<file path="src/rtl/kwsc_pkg.sv">
// Shared types, constants and helper functions for the k-mer window sparsity counter.
`default_nettype none

package kwsc_pkg;

  // Sizing of the k-mer and window.
  localparam int MAX_K      = 8;
  localparam int MAX_W      = 63;
  localparam int KMER_W     = 16;
  localparam int KBITS_W    = 5;
  localparam int HIT_W      = 7;
  localparam int PRIME_W    = 7;
  localparam int COUNT_W    = 32;
  localparam int SYM_W      = 2;
  localparam int KLEN_W     = 4;
  localparam int WLEN_W     = 6;
  localparam int BPS_W      = 2;
  localparam int HIST_DEPTH = MAX_W + 1;

  // Membership bitmap organized as rows of bits.
  localparam int ROW_W    = 64;
  localparam int BIT_AW   = 6;
  localparam int ROWS     = (1 << KMER_W) / ROW_W;
  localparam int ROW_AW   = KMER_W - BIT_AW;

  // Small queue between the front and back parts.
  localparam int Q_DEPTH  = 4;
  localparam int Q_AW     = 2;
  localparam int Q_CNT_W  = 3;

  // Configuration port.
  localparam int CFG_IDX_W  = 2;
  localparam int CFG_DATA_W = 6;
  localparam logic [CFG_IDX_W-1:0] CFG_KMER_LEN   = 2'd0;
  localparam logic [CFG_IDX_W-1:0] CFG_WINDOW_LEN = 2'd1;
  localparam logic [CFG_IDX_W-1:0] CFG_BPS        = 2'd2;

  // Request type codes.
  localparam logic REQ_WRITE  = 1'b0;
  localparam logic REQ_SYMBOL = 1'b1;

  // Operation codes handed from the front to the back.
  typedef enum logic [1:0] {
    OP_WRITE,
    OP_SKIP,
    OP_FILL,
    OP_EVAL
  } op_e_t;

  typedef struct packed {
    op_e_t             code;
    logic [KMER_W-1:0] addr;
    logic              flag;
  } kwsc_op_t;

  // Configuration after saturation to the legal ranges.
  typedef struct packed {
    logic [KLEN_W-1:0] k;
    logic [WLEN_W-1:0] w;
    logic              bps2;
  } cfg_t;

  function automatic cfg_t cfg_clamp(input logic [KLEN_W-1:0] k_raw,
                                     input logic [WLEN_W-1:0] w_raw,
                                     input logic [BPS_W-1:0]  b_raw);
    cfg_t c;
    if (k_raw == '0) begin
      c.k = KLEN_W'(1);
    end else if (k_raw > KLEN_W'(MAX_K)) begin
      c.k = KLEN_W'(MAX_K);
    end else begin
      c.k = k_raw;
    end
    c.w    = (w_raw == '0) ? WLEN_W'(1) : w_raw;
    // Codes 2 and 3 select two-bit symbols, codes 0 and 1 single-bit symbols.
    c.bps2 = b_raw[1];
    return c;
  endfunction

  function automatic logic [KMER_W-1:0] kmer_mask(input logic [KBITS_W-1:0] kbits);
    logic [KBITS_W-1:0] sh;
    sh = KBITS_W'(KMER_W) - kbits;
    return {KMER_W{1'b1}} >> sh;
  endfunction

endpackage

`default_nettype wire

</file>
<file path="src/rtl/kwsc_queue.sv">
// Short queue of classified operations between the front and back parts.
`default_nettype none

module kwsc_queue import kwsc_pkg::*; (
  input  logic     clk,
  input  logic     rst,
  input  logic     push_valid,
  output logic     push_ready,
  input  kwsc_op_t push_op,
  output logic     pop_valid,
  input  logic     pop_ready,
  output kwsc_op_t pop_op
);

  kwsc_op_t           slots [Q_DEPTH];
  logic [Q_AW-1:0]    wr_ptr;
  logic [Q_AW-1:0]    rd_ptr;
  logic [Q_CNT_W-1:0] count;
  logic               push;
  logic               pop;

  assign push_ready = (count != Q_CNT_W'(Q_DEPTH));
  assign pop_valid  = (count != '0);
  assign pop_op     = slots[rd_ptr];
  assign push       = push_valid && push_ready;
  assign pop        = pop_valid && pop_ready;

  // Storage; no reset needed for payload.
  always_ff @(posedge clk) begin
    if (push) begin
      slots[wr_ptr] <= push_op;
    end
  end

  // Pointers and occupancy.
  always_ff @(posedge clk) begin
    if (rst) begin
      wr_ptr <= '0;
      rd_ptr <= '0;
      count  <= '0;
    end else begin
      if (push) begin
        wr_ptr <= wr_ptr + Q_AW'(1);
      end
      if (pop) begin
        rd_ptr <= rd_ptr + Q_AW'(1);
      end
      if (push && !pop) begin
        count <= count + Q_CNT_W'(1);
      end else if (pop && !push) begin
        count <= count - Q_CNT_W'(1);
      end
    end
  end

endmodule

`default_nettype wire

</file>
<file path="config.mk">
export PLATFORM = sky130hd
export DESIGN_NAME = kwsc_queue
export DESIGN_NICKNAME = d
export VERILOG_FILES = /design/src/rtl/kwsc_pkg.sv /design/src/rtl/kwsc_queue.sv
export SDC_FILE = /design/constraint.sdc
export NUM_CORES = 1
export LEC_CHECK = 0
export BUFFER_PORTS_ARGS = -buffer_cell sky130_fd_sc_hd__buf_2
export CORE_MARGIN = 1.5
export CORE_UTILIZATION = 56
export DETAILED_ROUTE_END_ITERATION = 12
export PLACE_DENSITY = 0.86
export SETUP_SLACK_MARGIN = 0.15
export SLEW_MARGIN = 20
export SYNTH_ARGS = -nofsm -noshare
export SYNTH_HDL_FRONTEND = slang
export SYNTH_SLANG_ARGS = --single-unit
</file>
<file path="constraint.sdc">
create_clock -name clk -period 2.4 [get_ports clk]
set_clock_uncertainty 0.1 [all_clocks]
set_input_delay 0.48 -clock clk [delete_from_list [all_inputs] [get_ports clk]]
set_output_delay 0.48 -clock clk [all_outputs]
set_load 0.01 [all_outputs]
</file>
# Word level (Yosys, flattened, before mapping)
# Memory sizes are Yosys's and may differ from the RTL's. A register that Yosys moved wholly into a read port is not among the register bits.
# Cells that the tools add are included.
# W data, S select, Z words.
# word_totals
reg_bits	7
ram_bits	76
input_bits	23
mem_count	1
# op_classes
add_sub_neg	4
n_eq_ne	1
muxes	6
n_reduce_logical	8
# memory_table
name	words	word_bits	read_ports	rd_ports_with_merged_regs	wr	line	text
slots	4	19	1	1	1	kwsc_queue.sv:15	kwsc_op_t slots [Q_DEPTH];
# ops
operator	count
$mux W3	2
$add A2 B1 Y2 const B	2
$logic_and A1 B1 Y1	4
$mux W2	2
$add A3 B1 Y3 const B	1
$ne A3 B3 Y1 const B	1
$reduce_bool A3 Y1	1
$sub A3 B1 Y3 const B	1
$logic_not A1 Y1	2
$mux W1	2
$reduce_bool A2 Y1	1

# Depth between registers and ports, before layout
# Gate-level depths: netlist of the first run.
# logic_depth
depth_word	6
depth_mapped	8
depth_no_buf	8

# Worst setup path after synthesis of the first run
# Ideal clock, no wire load.
# synth_path
kind	register to register
startpoint	register count[0]
endpoint	register count[2]
arrival_time_ns	1.931
t_required_ns	2.230
slack_ns	0.298
path_stages_with_launch	9
path_buffers	0
path_cell_list	dfxtp_1 -> nor2_1 -> a21boi_2 -> ha_1 -> inv_1 -> fa_1 -> xor2_1 -> or3_1 -> a21oi_1
# synth_between
elab_chain_len	5
word_cells_on_any_way	13
classes_between	add/sub (2); eq/ne (1); mux (2); reduce/logical (8)
# synth_lines
element	line	text
start, declared	kwsc_queue.sv:18	logic [Q_CNT_W-1:0] count;
start signal, assigned	kwsc_queue.sv:49	count <= count + Q_CNT_W'(1);
start signal, assigned	kwsc_queue.sv:51	count <= count - Q_CNT_W'(1);
$ne A3 B3 Y1 *	kwsc_queue.sv:22	assign push_ready = (count != Q_CNT_W'(Q_DEPTH));
$logic_and A1 B1 Y1 *	kwsc_queue.sv:25	assign push = push_valid && push_ready;
named net push	kwsc_queue.sv:19	logic push;
$logic_not A1 Y1	kwsc_queue.sv:50	end else if (pop && !push) begin
$logic_and A1 B1 Y1	kwsc_queue.sv:50	
$reduce_bool A2 Y1 (no line)	--	
# Mark *: on every way through the listed nets, which the timed path passes. The rest lies on a longest branch. The select of a mux whose other input is x is not followed.
# A chain may end at the register's enable or synchronous reset.

==> impl_metrics.ini, run 1 <==
[route]
num_vias = 1586
drc = 0
drtIter0Drc = 128
final_antenna_net_count = 0
avgViaCountPerCell = 5.58
firstDrtPassIters = 4
routed_wl_mm = 5.49
wl_per_cell_um = 19.3

[final_layout]
n_antenna_cell = 0
final_layout_size_suffix_gt1_frac = 0.401
layoutNonFillerInstCount = 284
nNetsFinal = 236
syn_to_final_growth_pct = 18.3
num-fill-cells = 357
postLayoutCoreUtil = 0.694

[timing]
final_hold_viol_count = 0
fin_setup_tns_ps = 0
fmax_mhz = 456
worst_slew_pin_slew_ps = 382
setup_ws_ps = 209
period_share = 0.913
rsz0062_at_grt = true
period_minus_slack_ps = 2190
drv_slew = 0
slew_headroom = 0.742
finalSetupViolCount = 0

[clock_network]
hold_buffers = 0
clock_path_buffers = 2
cts_tree = built
cts_buffers = 9
clk_pin_slew_ps = 80
clock_sinks = 85
cts-root-buf = clkbuf_8
clk_latency_ps = 340
postCtsSetupBuffers = 0
h-tree-depth = 3

[floorplan]
num_io_pins = 44
core_area_um2 = 5540
start_util = 0.587
row_count = 27
dieArea_um2 = 6270
die_h_um = 79.2
die_w_um = 79.2

[yosys]
synth_top_area_cell = edfxtp_1
synthFlopType = edfxtp_1
yosysSeqAreaShare = 0.758
synth-seq-cells = 85
synth_cells = 147
synth.area.top_cells = edfxtp_1 70%, mux4_1 7.3%, mux4_2 6.9%
post-synth-top-count-cell = edfxtp_1
synth-edff-count = 76
ys_async_sr_fraction = 0
synth_area_per_cell_um2 = 22.1
syn-num-nets = 176
yosys_warnings = 0
synth_area_um2 = 3250
yosysUniqueCellTypes = 24
synth_top_area_share = 0.702
netlist_top_cells_count = 76 x edfxtp_1, 10 x mux4_2, 9 x dfxtp_1, 9 x mux4_1, 8 x nor2_1

[worst_setup_path]
cp_max_fo = 5
worstPathArrival_ps = 1610
path_class = register to primary output
cp-start-kind = register
cp.required_ps = 1820
end_kind = primary output

[global_routing]
grt_pass1_wl_mm = 8.36
grt_pass1_vias = 1696
antenna_found_initial = 0
grt_max_degree = 20
grt.total_usage = 0.193
overflow = 0

[place]
portBuffers = 43
place_inst = 266
gp_congestion = 0.675
post-place-ws_ps = 57.2
place_hpwl_mm = 3.60

[power]
swShare = 0.269
irDropWorstVdd_uv = 548
pwr-share-clk = 0.235
power.internal_mw = 2.86
power_switching_mw = 1.05
pwr-share-comb = 0.274
p_per_area_nw_per_um2 = 1020
leakagePower_nw = 1.36
power_frac_seq = 0.491

[flow_run]
cap_violations = 0

[status]
outcome = completed

[min_path]
hold_class = input port to register
==> worst max-delay path: stages (launching register included) <==
cell and delay (ps):
dfxtp_4 420, buf_12 140, mux4_1 550, buf_2 160
==> cells in the final DEF (no fill, tap or decap) <==
| master | n |
|---|---|
| nor2_1 | 8 |
| mux2_2 | 1 |
| ha_2 | 1 |
| or3_1 | 2 |
| dfxtp_4 | 3 |
| mux2i_1 | 2 |
| o31ai_4 | 1 |
| a21boi_2 | 1 |
| edfxtp_1 | 76 |
| clkbuf_16 | 1 |
| inv_1 | 3 |
| clkbuf_1 | 1 |
| a21oi_1 | 1 |
| fa_1 | 1 |
| o21ai_0 | 1 |
| buf_4 | 8 |
| mux4_2 | 12 |
| buf_2 | 43 |
| mux4_1 | 7 |
| clkinvlp_4 | 1 |
| nand2b_1 | 2 |
| buf_12 | 1 |
| clkinv_2 | 1 |
| o311ai_0 | 1 |
| clkbuf_8 | 9 |
| dfxtp_1 | 6 |
| buf_16 | 1 |
| ha_1 | 4 |
| nand2_1 | 1 |
| clkinv_1 | 3 |
| and2_1 | 4 |
| xor2_1 | 4 |
| bufinv_16 | 1 |
==> registers in the layout (all words and copies together), names as in the netlist, named ones only <==
signal	cells
count	3
rd_ptr	2
slots	76
wr_ptr	2
==> layout make-up <==
class | count | area [um^2] | area share
Clock inverter | 6 | 53.8 | 0.0140
Inverter | 3 | 11.3 | 0.00293
Multi-Input combinational cell | 54 | 741 | 0.193
Tap cell | 72 | 90.1 | 0.0234
Timing Repair Buffer | 54 | 348 | 0.0905
Sequential cell | 85 | 2470 | 0.643
Clock buffer | 10 | 128 | 0.0332
==> kinds of logic after synthesis <==
kind of cell | synth area share
AO/OA/AOI/OAI | 0.0115
XOR/XNOR | 0.0108
adder cells (fa/ha/maj) | 0.0254
buffers and inverters | 0.0173
flip-flops | 0.758
multiplexers | 0.152
AND/OR/NAND/NOR | 0.0258
==> metal layers <==
layer | GRT usage | wire length (um)
met2 | 0.346 | 3050
met1 | 0.214 | 2120
met4 | 0.0860 | 51
met3 | 0.0529 | 271
met5 | 0 | 0
==> through the flow <==
step | hold WS, ps | area (um^2) | power (mW)
after floorplan | 382 | 3250 | 2.57
after global placement | 392 | 3590 | 2.84
after detailed placement | 414 | 3590 | 2.91
after CTS | 234 | 3810 | 3.89
after global routing | 236 | 3840 | 4.10
final | 253 | 3840 | 3.92
==> final timing paths <==
kind / start / cells after the start / to / slack, ps
worst max-delay path: register / 3 / pop_op[9] / 210
worst min-delay path: push_op[0] / 1 / slots[2][0]$_DFFE_PP_ / 250
worst max register to register: count[1]$_SDFFE_PP0P_ / 7 / count[2]$_SDFFE_PP0P_ / 270
worst min register to register: rd_ptr[1]$_SDFFE_PP0P_ / 2 / register / 440
==> power by group through the flow <==
stage | Sequential, mW | Clock (mW) | Combinational (mW)
after floorplan | 1.89 | 0 | 0.683
after global placement | 1.89 | 0 | 0.951
after detailed placement | 1.91 | 0 | 0.995
after CTS | 1.90 | 0.947 | 1.04
after global routing | 1.94 | 1.00 | 1.16
final | 1.92 | 0.920 | 1.08
==> timing repair <==
| action | 4_1_cts | 5_1_grt |
|---|---|---|
| gates resized for setup | 4 | 8 |
| pin swaps | 0 | 1 |
| setup endpoints to repair | 4 | 3 |
| gates cloned | 1 | 1 |
No activity file was read; power rests on OpenSTA's default activity.
==> inputs of run 2 (changes only) <==
--- a/config.mk
+++ b/config.mk
@@ -5,7 +5,7 @@
 export SDC_FILE = /design/constraint.sdc
 export NUM_CORES = 1
 export LEC_CHECK = 0
-export BUFFER_PORTS_ARGS = -buffer_cell sky130_fd_sc_hd__buf_2
+export BUFFER_PORTS_ARGS = -buffer_cell sky130_fd_sc_hd__clkbuf_2
 export CORE_MARGIN = 1.5
 export CORE_UTILIZATION = 56
 export DETAILED_ROUTE_END_ITERATION = 12
==> impl_metrics.ini, run 2 (synthesis results as in run 1) <==
[worst_setup_path]
end_kind = register
worstPathArrival_ps = 2380
r2r_setup_slack_ps = 190
r2r-end = count[2]$_SDFFE_PP0P_
r2r_start = count[1]$_SDFFE_PP0P_
path_class = register to register
cp_max_fo = 6
cp-start-kind = register
cp.required_ps = 2570
rr_worst_depth = 7

[global_routing]
grt_util_met3 = 0.0575
met2_usage = 0.357
grt_max_degree = 20
grt.total_usage = 0.198
grt.busiest_layer = met2
overflow = 0
grt_pass1_wl_mm = 8.71
antenna_found_initial = 0
grt_pass1_vias = 1705
met1_usage = 0.225

[power]
power.internal_mw = 2.76
swShare = 0.282
power_switching_mw = 1.09
pwr-share-comb = 0.273
finalPower_mw = 3.85
irDropWorstVdd_uv = 676
leakagePower_nw = 1.37
p_per_area_nw_per_um2 = 1010
pwr-share-clk = 0.229
power_frac_seq = 0.498

[route]
drtIter0Drc = 70
wl_per_cell_um = 19.5
final_antenna_net_count = 0
num_vias = 1593
firstDrtPassIters = 4
avgViaCountPerCell = 5.61
routed_wl_mm = 5.55
drc = 0

[final_layout]
layoutNonFillerInstCount = 284
layout_commonest_cell = edfxtp_1
top_regs = slots (76), count (3)
nNetsFinal = 236
final_layout_size_suffix_gt1_frac = 0.410
ff_latch_area_um2 = 2470
n_antenna_cell = 0
multi_input_area_um2 = 748
regMostFlops = slots
num-fill-cells = 354
postLayoutCoreUtil = 0.691
most-common-layout-cells = 76 x edfxtp_1, 43 x clkbuf_2, 10 x mux4_2, 10 x clkbuf_8
post-route-cell-area_um2 = 3830
largest_reg_flops = 76
syn_to_final_growth_pct = 17.8

[clock_network]
cts-root-buf = clkbuf_8
clock_sinks = 85
hold_buffers = 0
cts_buffers = 9
clk_pin_slew_ps = 90
clock_path_buffers = 2
clk_latency_ps = 350
cts_tree = built
h-tree-depth = 3
postCtsSetupBuffers = 0

[min_path]
hold_class = input port to register
hold_path_end = slots[3][8]$_DFFE_PP_
min_from = push_op[8]
holdPathStages = 1

[place]
gp_congestion = 0.640
detailed_place.area_um2 = 3600
place_inst = 267
portBuffers = 43
post-place-ws_ps = 106

[timing]
drv_slew = 0
period_share = 0.920
period_minus_slack_ps = 2210
slew_headroom = 0.745
finalSetupViolCount = 0
setup_ws_ps = 192
hold-worst-slack_ps = 245
rsz0062_at_grt = false
final_hold_viol_count = 0
fin_setup_tns_ps = 0
worst_slew_pin_slew_ps = 378
fmax_mhz = 453

[floorplan]
core_area_um2 = 5540
num_io_pins = 44
dieArea_um2 = 6270
row_count = 27
die_h_um = 79.2
start_util = 0.587
die_w_um = 79.2

[flow_run]
cap_violations = 0

[status]
outcome = completed
-- run 2: cell types whose count changed in the layout (fill, tap and decap cells not counted) --
cell        previous run  this run
clkbuf_8               9        10
clkinvlp_4             1         2
buf_4                  8         9
bufinv_16              1         0
clkinv_1               3         0
clkinv_2               1         3
clkbuf_16              1         0
clkinv_4               0         1
clkbuf_2               0        43
buf_2                 43         0
mux4_2                12        10
clkbuf_1               1         0
mux4_1                 7         9
-- run 2: worst max path at each step --
stage / start / endpoint / slack, ps / cells past startpoint
CTS: count[0]$_SDFFE_PP0P_ / count[2]$_SDFFE_PP0P_ / 150 / 8
finish: count[1]$_SDFFE_PP0P_ / count[2]$_SDFFE_PP0P_ / 190 / 7
global placement: count[0]$_SDFFE_PP0P_ / count[2]$_SDFFE_PP0P_ / 300 / 7
global route: count[1]$_SDFFE_PP0P_ / count[2]$_SDFFE_PP0P_ / 140 / 7
detailed placement: count[0]$_SDFFE_PP0P_ / count[2]$_SDFFE_PP0P_ / 110 / 7
floorplan: count[0]$_SDFFE_PP0P_ / count[2]$_SDFFE_PP0P_ / 300 / 8
-- run 2: final cells by class --
type,instances,area share
timing repair buffer,54,0.0862
tap,72,0.0235
clock inverter,6,0.0101
inverter,3,0.00294
multi-input combinational,54,0.195
sequential,85,0.646
clock buffer,10,0.0359
-- run 2: what timing repair did --
item | in CTS | in global routing
resized for setup | 4 | 6
cloned | 1 | 0
setup endpoints to repair | 4 | 1
-- run 2: metal layers --
metal | vias to the layer above | share of wire
met4 | 0 | 0.0099
met1 | 820 | 0.39
met2 | 41 | 0.56
met3 | 8 | 0.038
met5 | - | 0
li1 | 724 | -
-- run 2: power by group through the flow --
stage / clock network, mW / logic [mW] / registers (mW)
2_1_floorplan: 0 / 0.683 / 1.89
3_3_place_gp: 0 / 0.959 / 1.89
5_1_grt: 0.956 / 1.14 / 1.93
3_5_place_dp: 0 / 1.01 / 1.92
4_1_cts: 0.896 / 1.06 / 1.91
6_report: 0.880 / 1.05 / 1.92
-- run 2: worst max-delay path, cell delays in order (launching register included) --
cell and delay (ps):
dfxtp_4 370, o31ai_4 290, ha_2 260, inv_1 60, fa_1 400, xor2_1 180
or3_1 320, a21oi_1 160
