$ cat config.mk
export PLATFORM = sky130hd
export DESIGN_NAME = kwsc_front_flat
export DESIGN_NICKNAME = d
export VERILOG_FILES = /design/src/rtl/kwsc_pkg.sv /design/src/rtl/kwsc_item_if.sv /design/src/rtl/kwsc_front.sv /design/src/flat_wrapper.sv
export SDC_FILE = /design/constraint.sdc
export NUM_CORES = 1
export LEC_CHECK = 0
export ABC_AREA = 1
export BUFFER_PORTS_ARGS = -buffer_cell sky130_fd_sc_hd__buf_2
export CORE_MARGIN = 4
export CORE_UTILIZATION = 53
export CTS_CLUSTER_DIAMETER = 60
export DETAILED_ROUTE_END_ITERATION = 16
export GPL_ROUTABILITY_DRIVEN = 0
export PLACE_DENSITY = 0.9
export REMOVE_ABC_BUFFERS = 1
export SLEW_MARGIN = 20
export SYNTH_ARGS = -nofsm -noshare
export SYNTH_HDL_FRONTEND = slang
export SYNTH_SLANG_ARGS = --single-unit
$ cat constraint.sdc
create_clock -name clk -period 4.55 [get_ports clk]
set_input_delay 0.91 -clock clk [delete_from_list [all_inputs] [get_ports clk]]
set_output_delay 0.91 -clock clk [all_outputs]
set_load 0.02 [all_outputs]
$ cat src/rtl/kwsc_pkg.sv
// Shared types, constants and helper functions for the k-mer window sparsity counter.
`default_nettype none

package kwsc_pkg;

  // Sizing of the k-mer and window.
  localparam int MAX_K      = 8;
  localparam int MAX_W      = 63;
  localparam int KMER_W     = 16;
  localparam int KBITS_W    = 5;
  localparam int HIT_W      = 7;
  localparam int PRIME_W    = 7;
  localparam int COUNT_W    = 32;
  localparam int SYM_W      = 2;
  localparam int KLEN_W     = 4;
  localparam int WLEN_W     = 6;
  localparam int BPS_W      = 2;
  localparam int HIST_DEPTH = MAX_W + 1;

  // Membership bitmap organized as rows of bits.
  localparam int ROW_W    = 64;
  localparam int BIT_AW   = 6;
  localparam int ROWS     = (1 << KMER_W) / ROW_W;
  localparam int ROW_AW   = KMER_W - BIT_AW;

  // Small queue between the front and back parts.
  localparam int Q_DEPTH  = 4;
  localparam int Q_AW     = 2;
  localparam int Q_CNT_W  = 3;

  // Configuration port.
  localparam int CFG_IDX_W  = 2;
  localparam int CFG_DATA_W = 6;
  localparam logic [CFG_IDX_W-1:0] CFG_KMER_LEN   = 2'd0;
  localparam logic [CFG_IDX_W-1:0] CFG_WINDOW_LEN = 2'd1;
  localparam logic [CFG_IDX_W-1:0] CFG_BPS        = 2'd2;

  // Request type codes.
  localparam logic REQ_WRITE  = 1'b0;
  localparam logic REQ_SYMBOL = 1'b1;

  // Operation codes handed from the front to the back.
  typedef enum logic [1:0] {
    OP_WRITE,
    OP_SKIP,
    OP_FILL,
    OP_EVAL
  } op_e_t;

  typedef struct packed {
    op_e_t             code;
    logic [KMER_W-1:0] addr;
    logic              flag;
  } kwsc_op_t;

  // Configuration after saturation to the legal ranges.
  typedef struct packed {
    logic [KLEN_W-1:0] k;
    logic [WLEN_W-1:0] w;
    logic              bps2;
  } cfg_t;

  function automatic cfg_t cfg_clamp(input logic [KLEN_W-1:0] k_raw,
                                     input logic [WLEN_W-1:0] w_raw,
                                     input logic [BPS_W-1:0]  b_raw);
    cfg_t c;
    if (k_raw == '0) begin
      c.k = KLEN_W'(1);
    end else if (k_raw > KLEN_W'(MAX_K)) begin
      c.k = KLEN_W'(MAX_K);
    end else begin
      c.k = k_raw;
    end
    c.w    = (w_raw == '0) ? WLEN_W'(1) : w_raw;
    // Codes 2 and 3 select two-bit symbols, codes 0 and 1 single-bit symbols.
    c.bps2 = b_raw[1];
    return c;
  endfunction

  function automatic logic [KMER_W-1:0] kmer_mask(input logic [KBITS_W-1:0] kbits);
    logic [KBITS_W-1:0] sh;
    sh = KBITS_W'(KMER_W) - kbits;
    return {KMER_W{1'b1}} >> sh;
  endfunction

endpackage

`default_nettype wire

$ cat src/rtl/kwsc_item_if.sv
// Input channel carrying table writes and sequence symbols.
`default_nettype none

interface kwsc_item_if import kwsc_pkg::*; ();
  logic              valid;
  logic              ready;
  logic              req_type;
  logic [KMER_W-1:0] table_index;
  logic              member_flag;
  logic [SYM_W-1:0]  symbol;

  modport source (output valid, output req_type, output table_index,
                  output member_flag, output symbol, input ready);
  modport sink   (input valid, input req_type, input table_index,
                  input member_flag, input symbol, output ready);
endinterface

`default_nettype wire

$ cat src/rtl/kwsc_front.sv
// Front part: accepts items, rolls the k-mer and classifies each symbol by priming phase.
`default_nettype none

module kwsc_front import kwsc_pkg::*; (
  input  logic         clk,
  input  logic         rst,
  kwsc_item_if.sink    item,
  input  cfg_t         cfg,
  input  logic         cfg_restart,
  input  logic         clr_busy,
  output logic         push_valid,
  input  logic         push_ready,
  output kwsc_op_t     push_op
);

  logic [KMER_W-1:0]  kmer;
  logic [KMER_W-1:0]  kmer_next;
  logic [KMER_W-1:0]  kmer_shifted;
  logic [PRIME_W-1:0] prime_count;
  logic [PRIME_W-1:0] k_minus1;
  logic [PRIME_W-1:0] prime_limit;
  logic [KBITS_W-1:0] kbits;
  logic [SYM_W-1:0]   sym;
  logic               accept;
  logic               prime_advance;
  op_e_t              sym_code;

  // Nothing is taken while the bitmap is being cleared.
  assign item.ready = push_ready && !clr_busy;
  assign push_valid = item.valid && !clr_busy;
  assign accept     = item.valid && item.ready;

  // Shift the masked symbol into the k-mer.
  assign sym          = cfg.bps2 ? item.symbol : {1'b0, item.symbol[0]};
  assign kbits        = cfg.bps2 ? {cfg.k, 1'b0} : {1'b0, cfg.k};
  assign kmer_shifted = cfg.bps2 ? {kmer[KMER_W-3:0], sym} : {kmer[KMER_W-2:0], sym[0]};
  assign kmer_next    = kmer_shifted & kmer_mask(kbits);

  // Priming phases: fill the k-mer, then fill the window, then evaluate.
  assign k_minus1    = PRIME_W'(cfg.k) - PRIME_W'(1);
  assign prime_limit = k_minus1 + PRIME_W'(cfg.w);

  always_comb begin
    if (prime_count < k_minus1) begin
      sym_code      = OP_SKIP;
      prime_advance = 1'b1;
    end else if (prime_count < prime_limit) begin
      sym_code      = OP_FILL;
      prime_advance = 1'b1;
    end else begin
      sym_code      = OP_EVAL;
      prime_advance = 1'b0;
    end
  end

  // Operation pushed into the queue.
  always_comb begin
    if (item.req_type == REQ_WRITE) begin
      push_op.code = OP_WRITE;
      push_op.addr = item.table_index;
      push_op.flag = item.member_flag;
    end else begin
      push_op.code = sym_code;
      push_op.addr = kmer_next;
      push_op.flag = 1'b0;
    end
  end

  // K-mer and priming state; a configuration write restarts the stream.
  always_ff @(posedge clk) begin
    if (rst || cfg_restart) begin
      kmer        <= '0;
      prime_count <= '0;
    end else if (accept && item.req_type == REQ_SYMBOL) begin
      kmer <= kmer_next;
      if (prime_advance) begin
        prime_count <= prime_count + PRIME_W'(1);
      end
    end
  end

endmodule

`default_nettype wire

$ cat src/flat_wrapper.sv
// flat-port wrapper written by rule: the top's interface ports become plain ports
module kwsc_front_flat import kwsc_pkg::*;
  (clk, rst, cfg, cfg_restart, clr_busy, push_valid, push_ready, push_op, item_valid, item_req_type, item_table_index, item_member_flag, item_symbol, item_ready);
  kwsc_item_if item_i ();
  input  logic clk;
  input  logic rst;
  input  cfg_t cfg;
  input  logic cfg_restart;
  input  logic clr_busy;
  output logic push_valid;
  input  logic push_ready;
  output kwsc_op_t push_op;
  input wire logic [$bits(item_i.valid)-1:0] item_valid;
  input wire logic [$bits(item_i.req_type)-1:0] item_req_type;
  input wire logic [$bits(item_i.table_index)-1:0] item_table_index;
  input wire logic [$bits(item_i.member_flag)-1:0] item_member_flag;
  input wire logic [$bits(item_i.symbol)-1:0] item_symbol;
  output wire logic [$bits(item_i.ready)-1:0] item_ready;
  assign item_i.valid = item_valid;
  assign item_i.req_type = item_req_type;
  assign item_i.table_index = item_table_index;
  assign item_i.member_flag = item_member_flag;
  assign item_i.symbol = item_symbol;
  assign item_ready = item_i.ready;
  kwsc_front u_core (.clk(clk), .rst(rst), .item(item_i), .cfg(cfg), .cfg_restart(cfg_restart), .clr_busy(clr_busy), .push_valid(push_valid), .push_ready(push_ready), .push_op(push_op));
endmodule
After elaboration in Yosys (flattened, before gate mapping)
Cells that the tools add are included.
Storage, ports and cells
  bits in registers: 22
  input port bits: 37
Operators by class
  shifts and indexed selects: 1
  reduce and logical (&&, ||, !) cells: 7
  add/sub/neg operators: 4
  bitwise logic cells: 1
  $lt $le $gt $ge: 2
  muxes and demuxes: 8
Operator list (number)
  $mux 19: 1
  $and 16x16->16: 1
  $mux 16: 1
  $shr 16x5->16 const A: 1
  $lt 7x7->1: 2
  $add 7x1->7 const B: 1
  $add 7x6->7: 1
  $mux 5: 1
  $sub 4x1->5 const B: 1
  $sub 5x5->5 const A: 1
  $logic_and 1x1->1: 4
  $mux 2: 2
  $mux 1: 3
  $reduce_and 2->1: 1
  $logic_not 1->1: 1
  $logic_or 1x1->1: 1

Depth between registers and ports, before layout
Gate-level depths: netlist of the first run.
  word-level depth: 6
  mapped depth: 20

Worst setup path before layout of the first run
OpenSTA, ideal clock, no wires.
  path kind: in2out
  start point: in cfg[7] (netlist bit)
  end point: out push_op[17] (netlist bit)
  arrival: 3.134 ns
  path buffers: 0
  stages on the path: 16
  slack: 0.506 ns
  cell sequence: inv_2 ha_1 xnor2_1 inv_1 ha_1 a21oi_1 nand2_1 nand2_1 nand2_1 a21oi_1 xor2_1 ha_1 nand2_1 nor2_1 nand2_1 a31oi_1
RTL lines
  start, declared: line flat_wrapper.sv:7  | input cfg_t cfg;
  end, declared: line flat_wrapper.sv:12  | output kwsc_op_t push_op;

==> flow_metrics.env, run 1 <==
export IMPL_outcome="completed"
export IMPL_rows=23
export IMPL_tightest_slew_ns=0.871
export IMPL_layout_commonest_cell="nand2_1"
export IMPL_avgSynthCellArea_sq_um=6.12
export IMPL_clockPowerShare=0.255
export IMPL_relSlewSlack=0.417
export IMPL_path_buf_inv=5
export IMPL_critical_path_class="primary input to output pin"
export IMPL_max_stage_delay_ns=0.43
export IMPL_hpwl_um=4040
export IMPL_rsz0062_at_grt="no"
export IMPL_path_max_fanout=4
export IMPL_core_sq_um=4000
export IMPL_post_cts_resized=0
export IMPL_fin_crit_ns=4.25
export IMPL_fin_cells=457
export IMPL_worstSetupEndpointType="output pin"
export IMPL_first_iter_violations=125
export IMPL_arrival_ns=3.34
export IMPL_postCtsSetupBuffers=0
export IMPL_pwr_density_cell_nw_per_um2=194
export IMPL_ctsHoldBuffers=0
export IMPL_fp_dieArea_sq_um=5200
export IMPL_via_count=2325
export IMPL_wl_per_cell_um=11.0
export IMPL_fin_crit_sh=0.933
export IMPL_synth_cells=356
export IMPL_antenna_found_initial=0
export IMPL_p_int_mw=0.318
export IMPL_final_max_slew_violation_count=0
export IMPL_syn_area_sq_um=2180
export IMPL_layout_common_cells="nand2_1, buf_2, inv_1"
export IMPL_synth_edf_count=0
export IMPL_place_inst=454
export IMPL_grt_first_pass_wirelength_um=8840
export IMPL_grt_overflow_total=0
export IMPL_cpLargestDelayFamily="adder cells"
export IMPL_initial_core_util=0.545
export IMPL_die_h_um=72.1
export IMPL_port_buffers=57
export IMPL_drc=0
export IMPL_cts_root_buf="clkbuf_8"
export IMPL_synth_seq_area_share=0.202
export IMPL_ys_warnings_count=0
export IMPL_switching_power_mw=0.173
export IMPL_path_clk_slew_ns=0.08
export IMPL_n_antenna_cell=0
export IMPL_drive_gt1_frac=0.189
export IMPL_hold_viol=0
export IMPL_p_leak_nw=1.30
export IMPL_cts_sinks=22
export IMPL_cts_buffers=3
export IMPL_required_ns=3.64
export IMPL_async_reset_ff_frac=0
export IMPL_setup_violations=0
export IMPL_wl_um=5030
export IMPL_cts_path_max_buffers=2
export IMPL_p_comb_frac=0.346
export IMPL_synth_main_ff_cell="dfxtp_1"
export IMPL_htree_levels=1
export IMPL_clock_latency_ns=0.27
export IMPL_drt_pre_antenna_iters=4
export IMPL_vias_per_cell=5.09
export IMPL_syn2layout_area_growth_pct=16.1
export IMPL_nNetsFinal=471
export IMPL_grt_pass1_vias=2186
export IMPL_die_width_um=72.1
export IMPL_maxCapViolCount=0
export IMPL_yosys_register_bits=22
export IMPL_cp_cell_sequence="buf_2 > inv_1 > ha_1 > inv_1 > fa_1 > nand3_1 > nand3_1 > nand2_1 > nand2_1 > a21oi_1 > xor2_1 > ha_1 > nand2_1 > inv_1 > a21oi_2 > a31oi_1 > buf_2"
export IMPL_fin_skew_ns=0.00441
export IMPL_crit_path_start_kind="primary input"
export IMPL_seqPwrFrac=0.399
export IMPL_ant_nets=0
export IMPL_synthDistinctLibCells=28
export IMPL_grtUsageTotal=0.205
export IMPL_crit_slowest_cell="fa_1"
export IMPL_tns_ns=0
export IMPL_cts_tree="done"
export IMPL_grt_max_degree=33
export IMPL_io_pins=58
export IMPL_hold_class="flip-flop to flip-flop"
export IMPL_swShare=0.352
export IMPL_fmaxAchievable_mhz=235
export IMPL_vdd_drop_max_uv=137
-- kinds of logic after synthesis --
family	count (synthesis)	share of synthesized area
and+or+nand+nor	182	0.352
AOI/OAI and AO/OA	65	0.156
buffers and inverters	50	0.0948
adders and majority gates	25	0.147
DFF	22	0.202
xor gates and xnor gates	12	0.0482
-- layer usage --
metal / GRT usage / routed length [um]
met4: 0.0668 / 80
met5: 0 / 0
met2: 0.374 / 2530
met1: 0.241 / 2140
met3: 0.0319 / 274
-- tightest hold or removal path, cell delays in order, from the launching register on --
cell     delay (ns)
dfxtp_1        0.35
nand2_1        0.08
a21oi_1        0.05
-- final cells by class --
type,count,area (sq um)
clock buffer,3,41.3
multi-input combinational,284,1540
fill,375,1470
inverter,39,149
sequential,22,440
tap,50,62.6
timing repair buffer,59,300
-- state kept, by name, indices dropped and copies added, names as in the netlist --
register / count
u_core.prime_count: 7
u_core.kmer: 15
-- final timing paths --
kind / start / endpoint / slack (ns) / cells past startpoint
setup / recovery: cfg[8] / push_op[17] / 0.30 / 17
hold / removal: u_core.prime_count[0] / u_core.prime_count[0] / 0.52 / 2
setup reg to reg: u_core.prime_count[5] / u_core.prime_count[1] / 2.74 / 9
hold reg to reg: u_core.prime_count[0] / u_core.prime_count[0] / 0.52 / 2
-- synthesized netlist by cell type (3+ instances only) --
library cell    n  area [sq um]
a21oi_1        29           145
buf_2           7          35.0
clkbuf_1        3          11.3
dfxtp_1        22           440
ha_1           24           300
inv_1          36           135
nand2_1       109           409
nand2_2         4          25.0
nand3_1        28           140
nor2_1         33           124
o21ai_0        23           115
o21ai_1         9          45.0
xnor2_1         5          43.8
xor2_1          7          61.3
-- power by group through the flow --
stage          sequential (mW)  clock (mW)  combinational, mW
2_1_floorplan            0.200           0              0.115
3_3_place_gp             0.200           0              0.164
3_5_place_dp             0.200           0              0.170
4_1_cts                  0.196       0.125              0.170
5_1_grt                  0.196       0.132              0.195
6_report                 0.196       0.125              0.170
-- metrics by stage --
step,util,power (mW),hold WS (ns),area [sq um],setup slack (ns)
after floorplan,-,0.315,0.471,2120,0.506
after global placement,0.621,0.364,0.486,2480,0.371
after detailed placement,0.621,0.370,0.502,2480,0.246
after CTS,0.631,0.491,0.515,2520,0.242
after global routing,0.632,0.523,0.546,2530,0.0183
final,0.632,0.491,0.518,2530,0.303
Power figures use the tool's default switching activity.
==> inputs of run 2 (changes only) <==
--- a/config.mk
+++ b/config.mk
@@ -6,13 +6,13 @@
 export NUM_CORES = 1
 export LEC_CHECK = 0
 export ABC_AREA = 1
-export BUFFER_PORTS_ARGS = -buffer_cell sky130_fd_sc_hd__buf_2
 export CORE_MARGIN = 4
-export CORE_UTILIZATION = 53
+export CORE_UTILIZATION = 60
 export CTS_CLUSTER_DIAMETER = 60
 export DETAILED_ROUTE_END_ITERATION = 16
+export DONT_BUFFER_PORTS = 1
 export GPL_ROUTABILITY_DRIVEN = 0
-export PLACE_DENSITY = 0.9
+export PLACE_DENSITY = 0.86
 export REMOVE_ABC_BUFFERS = 1
 export SLEW_MARGIN = 20
 export SYNTH_ARGS = -nofsm -noshare
==> flow_metrics.env, run 2 (synthesis results as in run 1) <==
export IMPL_reg2reg_slack_ns=2.70
export IMPL_cts_path_max_buffers=2
export IMPL_critical_path_class="primary input to output pin"
export IMPL_layout_common_cells="nand2_1, inv_1, nor2_1"
export IMPL_wl_per_cell_um=12.2
export IMPL_path_max_fanout=5
export IMPL_antenna_found_initial=0
export IMPL_worstSetupEndpointType="output pin"
export IMPL_vdd_drop_max_uv=150
export IMPL_vias_per_cell=5.41
export IMPL_clock_latency_ns=0.32
export IMPL_path_clk_slew_ns=0.13
export IMPL_outcome="completed"
export IMPL_rsz0062_at_grt="no"
export IMPL_layout_commonest_cell="nand2_1"
export IMPL_top_register="u_core.kmer"
export IMPL_die_width_um=68.3
export IMPL_arrival_ns=3.29
export IMPL_wl_um=4850
export IMPL_io_pins=58
export IMPL_hold_viol=0
export IMPL_fp_dieArea_sq_um=4660
export IMPL_crit_slowest_cell="ha_1"
export IMPL_nNetsFinal=413
export IMPL_initial_core_util=0.638
export IMPL_top_regs="u_core.kmer (15), u_core.prime_count (7)"
export IMPL_core_sq_um=3420
export IMPL_via_count=2141
export IMPL_cts_buffers=3
export IMPL_n_antenna_cell=0
export IMPL_worstHoldStart="u_core.prime_count[0]"
export IMPL_timing_rr_start="u_core.prime_count[2]"
export IMPL_hold_class="flip-flop to flip-flop"
export IMPL_cts_root_buf="clkbuf_4"
export IMPL_fin_crit_sh=0.924
export IMPL_cts_sinks=22
export IMPL_die_h_um=68.3
export IMPL_first_iter_violations=119
export IMPL_reg2reg_depth=9
export IMPL_fin_crit_ns=4.20
export IMPL_finalWorstSetupSlack_ns=0.347
export IMPL_grt_max_degree=33
export IMPL_cp_cell_sequence="inv_2 > ha_1 > xnor2_1 > inv_1 > ha_1 > a21oi_1 > nand2_1 > nand2_1 > nand2_1 > a21oi_1 > xor2_1 > ha_1 > nand2_1 > inv_1 > a21oi_1 > a31oi_1 > buf_4"
export IMPL_crit_top_cell="nand2_1"
export IMPL_ant_nets=0
export IMPL_pwr_density_cell_nw_per_um2=202
export IMPL_drt_pre_antenna_iters=4
export IMPL_port_buffers=0
export IMPL_rows=21
export IMPL_htree_levels=1
export IMPL_post_cts_resized=0
export IMPL_ctsHoldBuffers=0
export IMPL_tightest_slew_ns=0.928
export IMPL_final_max_slew_violation_count=0
export IMPL_max_stage_delay_ns=0.33
export IMPL_min_path_cells=2
export IMPL_crit_path_start_kind="primary input"
export IMPL_drc=0
export IMPL_grt_first_pass_wirelength_um=8150
export IMPL_grt_overflow_total=0
export IMPL_largest_reg_flops=15
export IMPL_setup_violations=0
export IMPL_fmaxAchievable_mhz=238
export IMPL_tns_ns=0
export IMPL_nFillCells=328
export IMPL_grt_pass1_vias=1980
export IMPL_required_ns=3.64
export IMPL_hpwl_um=3820
export IMPL_min_delay_worst_endpoint="u_core.prime_count[0]"
export IMPL_reg2reg_to="u_core.prime_count[6]"
export IMPL_drive_gt1_frac=0.0543
export IMPL_grtUsageTotal=0.223
export IMPL_finalHoldWorstSlack_ns=0.513
export IMPL_syn2layout_area_growth_pct=2.01
export IMPL_cts_tree="done"
export IMPL_p_leak_nw=1.06
export IMPL_maxCapViolCount=0
export IMPL_fin_skew_ns=0.00657
export IMPL_dp_slack_ns=0.346
export IMPL_postCtsSetupBuffers=0
export IMPL_relSlewSlack=0.379
## run 2: changes by cell type in the layout (fill, tap and decap cells not counted), sizes merged
cell    delta
buf       -58
clkbuf     +1
## run 2: layout make-up
type                            count  area (sq um)  area share
Tap cell                           46          57.6      0.0259
Sequential cell                    22           440       0.198
Multi-Input combinational cell    284          1530       0.689
Inverter                           39           149      0.0670
Clock buffer                        4          36.3      0.0163
Timing Repair Buffer                1          7.51     0.00338
## run 2: power breakdown
part           internal [mW]  switching, mW  leakage, nW
sequential             0.195        0.00132        0.178
clock                 0.0490         0.0655       0.0210
combinational         0.0461         0.0933        0.859
## run 2: per-stage QoR
step | power (mW) | instances | instance area [sq um] | util
CTS | 0.450 | 396 | 2220 | 0.651
detailed placement | 0.340 | 392 | 2190 | 0.640
floorplan | 0.315 | 345 | 2120 | -
global placement | 0.336 | 392 | 2190 | 0.640
global route | 0.475 | 396 | 2220 | 0.651
finish | 0.450 | 396 | 2220 | 0.651
## run 2: worst max-delay path: cells and delay by family
kind / cells / cell delay (ns)
adders and majority gates: 3 / 0.79
AOI/OAI and AO/OA: 4 / 0.60
xor gates and xnor gates: 2 / 0.37
buffers and inverters: 4 / 0.33
and+or+nand+nor: 4 / 0.28
## run 2: metal layers
| metal | wire [um] | global-route usage | share of wire | up-vias |
|---|---|---|---|---|
| met5 | 0 | 0 | 0 | - |
| met4 | 36 | 0.0372 | 0.0074 | 0 |
| met3 | 213 | 0.0476 | 0.044 | 6 |
| met2 | 2490 | 0.425 | 0.51 | 50 |
| met1 | 2100 | 0.256 | 0.43 | 955 |
| li1 | - | - | - | 1130 |
## run 2: how the worst max path moves through the flow
| stage | to | depth (start not counted) | from | slack [ns] |
|---|---|---|---|---|
| after CTS | push_op[17] | 17 | cfg[7] | 0.33 |
| after global routing | push_op[17] | 16 | cfg[8] | 0.04 |
| final | push_op[17] | 17 | cfg[7] | 0.35 |
| after floorplan | push_op[17] | 16 | cfg[7] | 0.51 |
| after detailed placement | push_op[17] | 17 | cfg[7] | 0.35 |
| after global placement | push_op[17] | 16 | cfg[7] | 0.44 |
==> inputs of run 3 (changes only) <==
--- a/config.mk
+++ b/config.mk
@@ -6,6 +6,7 @@
 export NUM_CORES = 1
 export LEC_CHECK = 0
 export ABC_AREA = 1
+export CORE_ASPECT_RATIO = 1.1
 export CORE_MARGIN = 4
 export CORE_UTILIZATION = 60
 export CTS_CLUSTER_DIAMETER = 60
@@ -14,7 +15,8 @@
 export GPL_ROUTABILITY_DRIVEN = 0
 export PLACE_DENSITY = 0.86
 export REMOVE_ABC_BUFFERS = 1
-export SLEW_MARGIN = 20
+export SLEW_MARGIN = 30
 export SYNTH_ARGS = -nofsm -noshare
 export SYNTH_HDL_FRONTEND = slang
 export SYNTH_SLANG_ARGS = --single-unit
+export TNS_END_PERCENT = 5
==> flow_metrics.env, run 3 (synthesis results as in run 1) <==
export IMPL_crit_path_start_kind="primary input"
export IMPL_regArea_sq_um=440
export IMPL_nFillCells=339
export IMPL_io_pins=58
export IMPL_fp_dieArea_sq_um=4660
export IMPL_path_clk_slew_ns=0.12
export IMPL_antenna_found_initial=0
export IMPL_finalHoldWorstSlack_ns=0.533
export IMPL_vdd_drop_max_uv=164
export IMPL_dp_slack_ns=0.359
export IMPL_pwr_density_cell_nw_per_um2=199
export IMPL_layout_common_cells="nand2_1, inv_1, nor2_1"
export IMPL_grt_first_pass_wirelength_um=8270
export IMPL_core_sq_um=3410
export IMPL_multi_input_comb_area_sq_um=1530
export IMPL_grt_max_degree=29
export IMPL_relSlewSlack=0.457
export IMPL_hold_viol=0
export IMPL_rows=22
export IMPL_drt_pre_antenna_iters=4
export IMPL_path_max_fanout=5
export IMPL_cts_sinks=22
export IMPL_initial_core_util=0.638
export IMPL_layout_commonest_cell="nand2_1"
export IMPL_hpwl_um=3820
export IMPL_tns_ns=0
export IMPL_first_iter_violations=132
export IMPL_required_ns=3.64
export IMPL_wl_per_cell_um=11.8
export IMPL_post_cts_resized=0
export IMPL_fin_skew_ns=0.00388
export IMPL_die_h_um=71.2
export IMPL_place_inst=395
export IMPL_cts_root_buf="clkbuf_4"
export IMPL_drc=0
export IMPL_cts_tree="done"
export IMPL_postCtsSetupBuffers=0
export IMPL_n_antenna_cell=0
export IMPL_clock_latency_ns=0.31
export IMPL_grt_pass1_vias=2016
export IMPL_power_mw=0.443
export IMPL_arrival_ns=3.27
export IMPL_wl_um=4720
export IMPL_finalWorstSetupSlack_ns=0.368
export IMPL_utilization=0.654
export IMPL_nNetsFinal=414
export IMPL_htree_levels=1
export IMPL_fin_cells=399
export IMPL_ant_nets=0
export IMPL_maxCapViolCount=0
export IMPL_port_buffers=0
export IMPL_largest_reg_flops=15
export IMPL_dpl_cell_area_sq_um=2200
export IMPL_grt_overflow_total=0
export IMPL_cts_buffers=3
export IMPL_outcome="completed"
export IMPL_fin_crit_sh=0.919
export IMPL_via_count=2107
export IMPL_cts_path_max_buffers=2
export IMPL_top_regs="u_core.kmer (15), u_core.prime_count (7)"
export IMPL_setup_violations=0
export IMPL_fin_crit_ns=4.18
export IMPL_top_register="u_core.kmer"
export IMPL_hold_class="flip-flop to flip-flop"
export IMPL_fin_area_sq_um=2230
export IMPL_syn2layout_area_growth_pct=2.47
export IMPL_p_leak_nw=1.06
export IMPL_die_width_um=65.5
export IMPL_drive_gt1_frac=0.0570
export IMPL_rsz0062_at_grt="no"
export IMPL_fmaxAchievable_mhz=239
export IMPL_final_max_slew_violation_count=0
export IMPL_grtUsageTotal=0.217
export IMPL_critical_path_class="primary input to output pin"
export IMPL_tightest_slew_ns=0.812
export IMPL_ctsHoldBuffers=0
export IMPL_vias_per_cell=5.28
export IMPL_worstSetupEndpointType="output pin"
## run 3: cell count changes in the layout (fill, tap and decap cells not counted), sizes merged
cell,before,now
buf,1,2
## run 3: worst max-delay path, cell delays in order
cell	delay, ns
inv_2	0.04
ha_1	0.22
xnor2_1	0.21
inv_1	0.07
ha_1	0.33
a21oi_1	0.16
nand2_1	0.09
nand2_1	0.07
nand2_1	0.05
a21oi_1	0.14
xor2_1	0.18
ha_1	0.26
nand2_1	0.08
inv_1	0.04
a21oi_1	0.17
a31oi_1	0.10
buf_4	0.18
## run 3: worst paths after layout
| kind | start | end | slack, ns | cells after the start |
|---|---|---|---|---|
| max | cfg[7] | push_op[17] | 0.37 | 17 |
| min reg2reg | u_core.prime_count[0] | u_core.prime_count[0] | 0.53 | 2 |
| max reg2reg | u_core.prime_count[2] | u_core.prime_count[0] | 2.75 | 9 |
| min | u_core.prime_count[0] | u_core.prime_count[0] | 0.53 | 2 |
## run 3: cell type report
type / instances / area share
Multi-Input combinational cell: 284 / 0.686
Sequential cell: 22 / 0.197
Inverter: 39 / 0.0667
Tap cell: 48 / 0.0269
Clock buffer: 4 / 0.0163
Timing Repair Buffer: 2 / 0.00673
## run 3: routing by layer
metal  vias up  wire length, um  track usage
met5         -                0            0
met4         0               46       0.0346
met3         6              209       0.0365
met2        47             2510        0.423
met1       916             1950        0.244
li1       1138                -            -
## run 3: power by group
group / leakage (nW) / internal [mW] / total, mW / switching, mW
combinational: 0.864 / 0.0467 / 0.140 / 0.0930
sequential: 0.178 / 0.195 / 0.196 / 0.00131
clock: 0.0210 / 0.0489 / 0.108 / 0.0589
total: 1.06 / 0.290 / 0.443 / 0.153
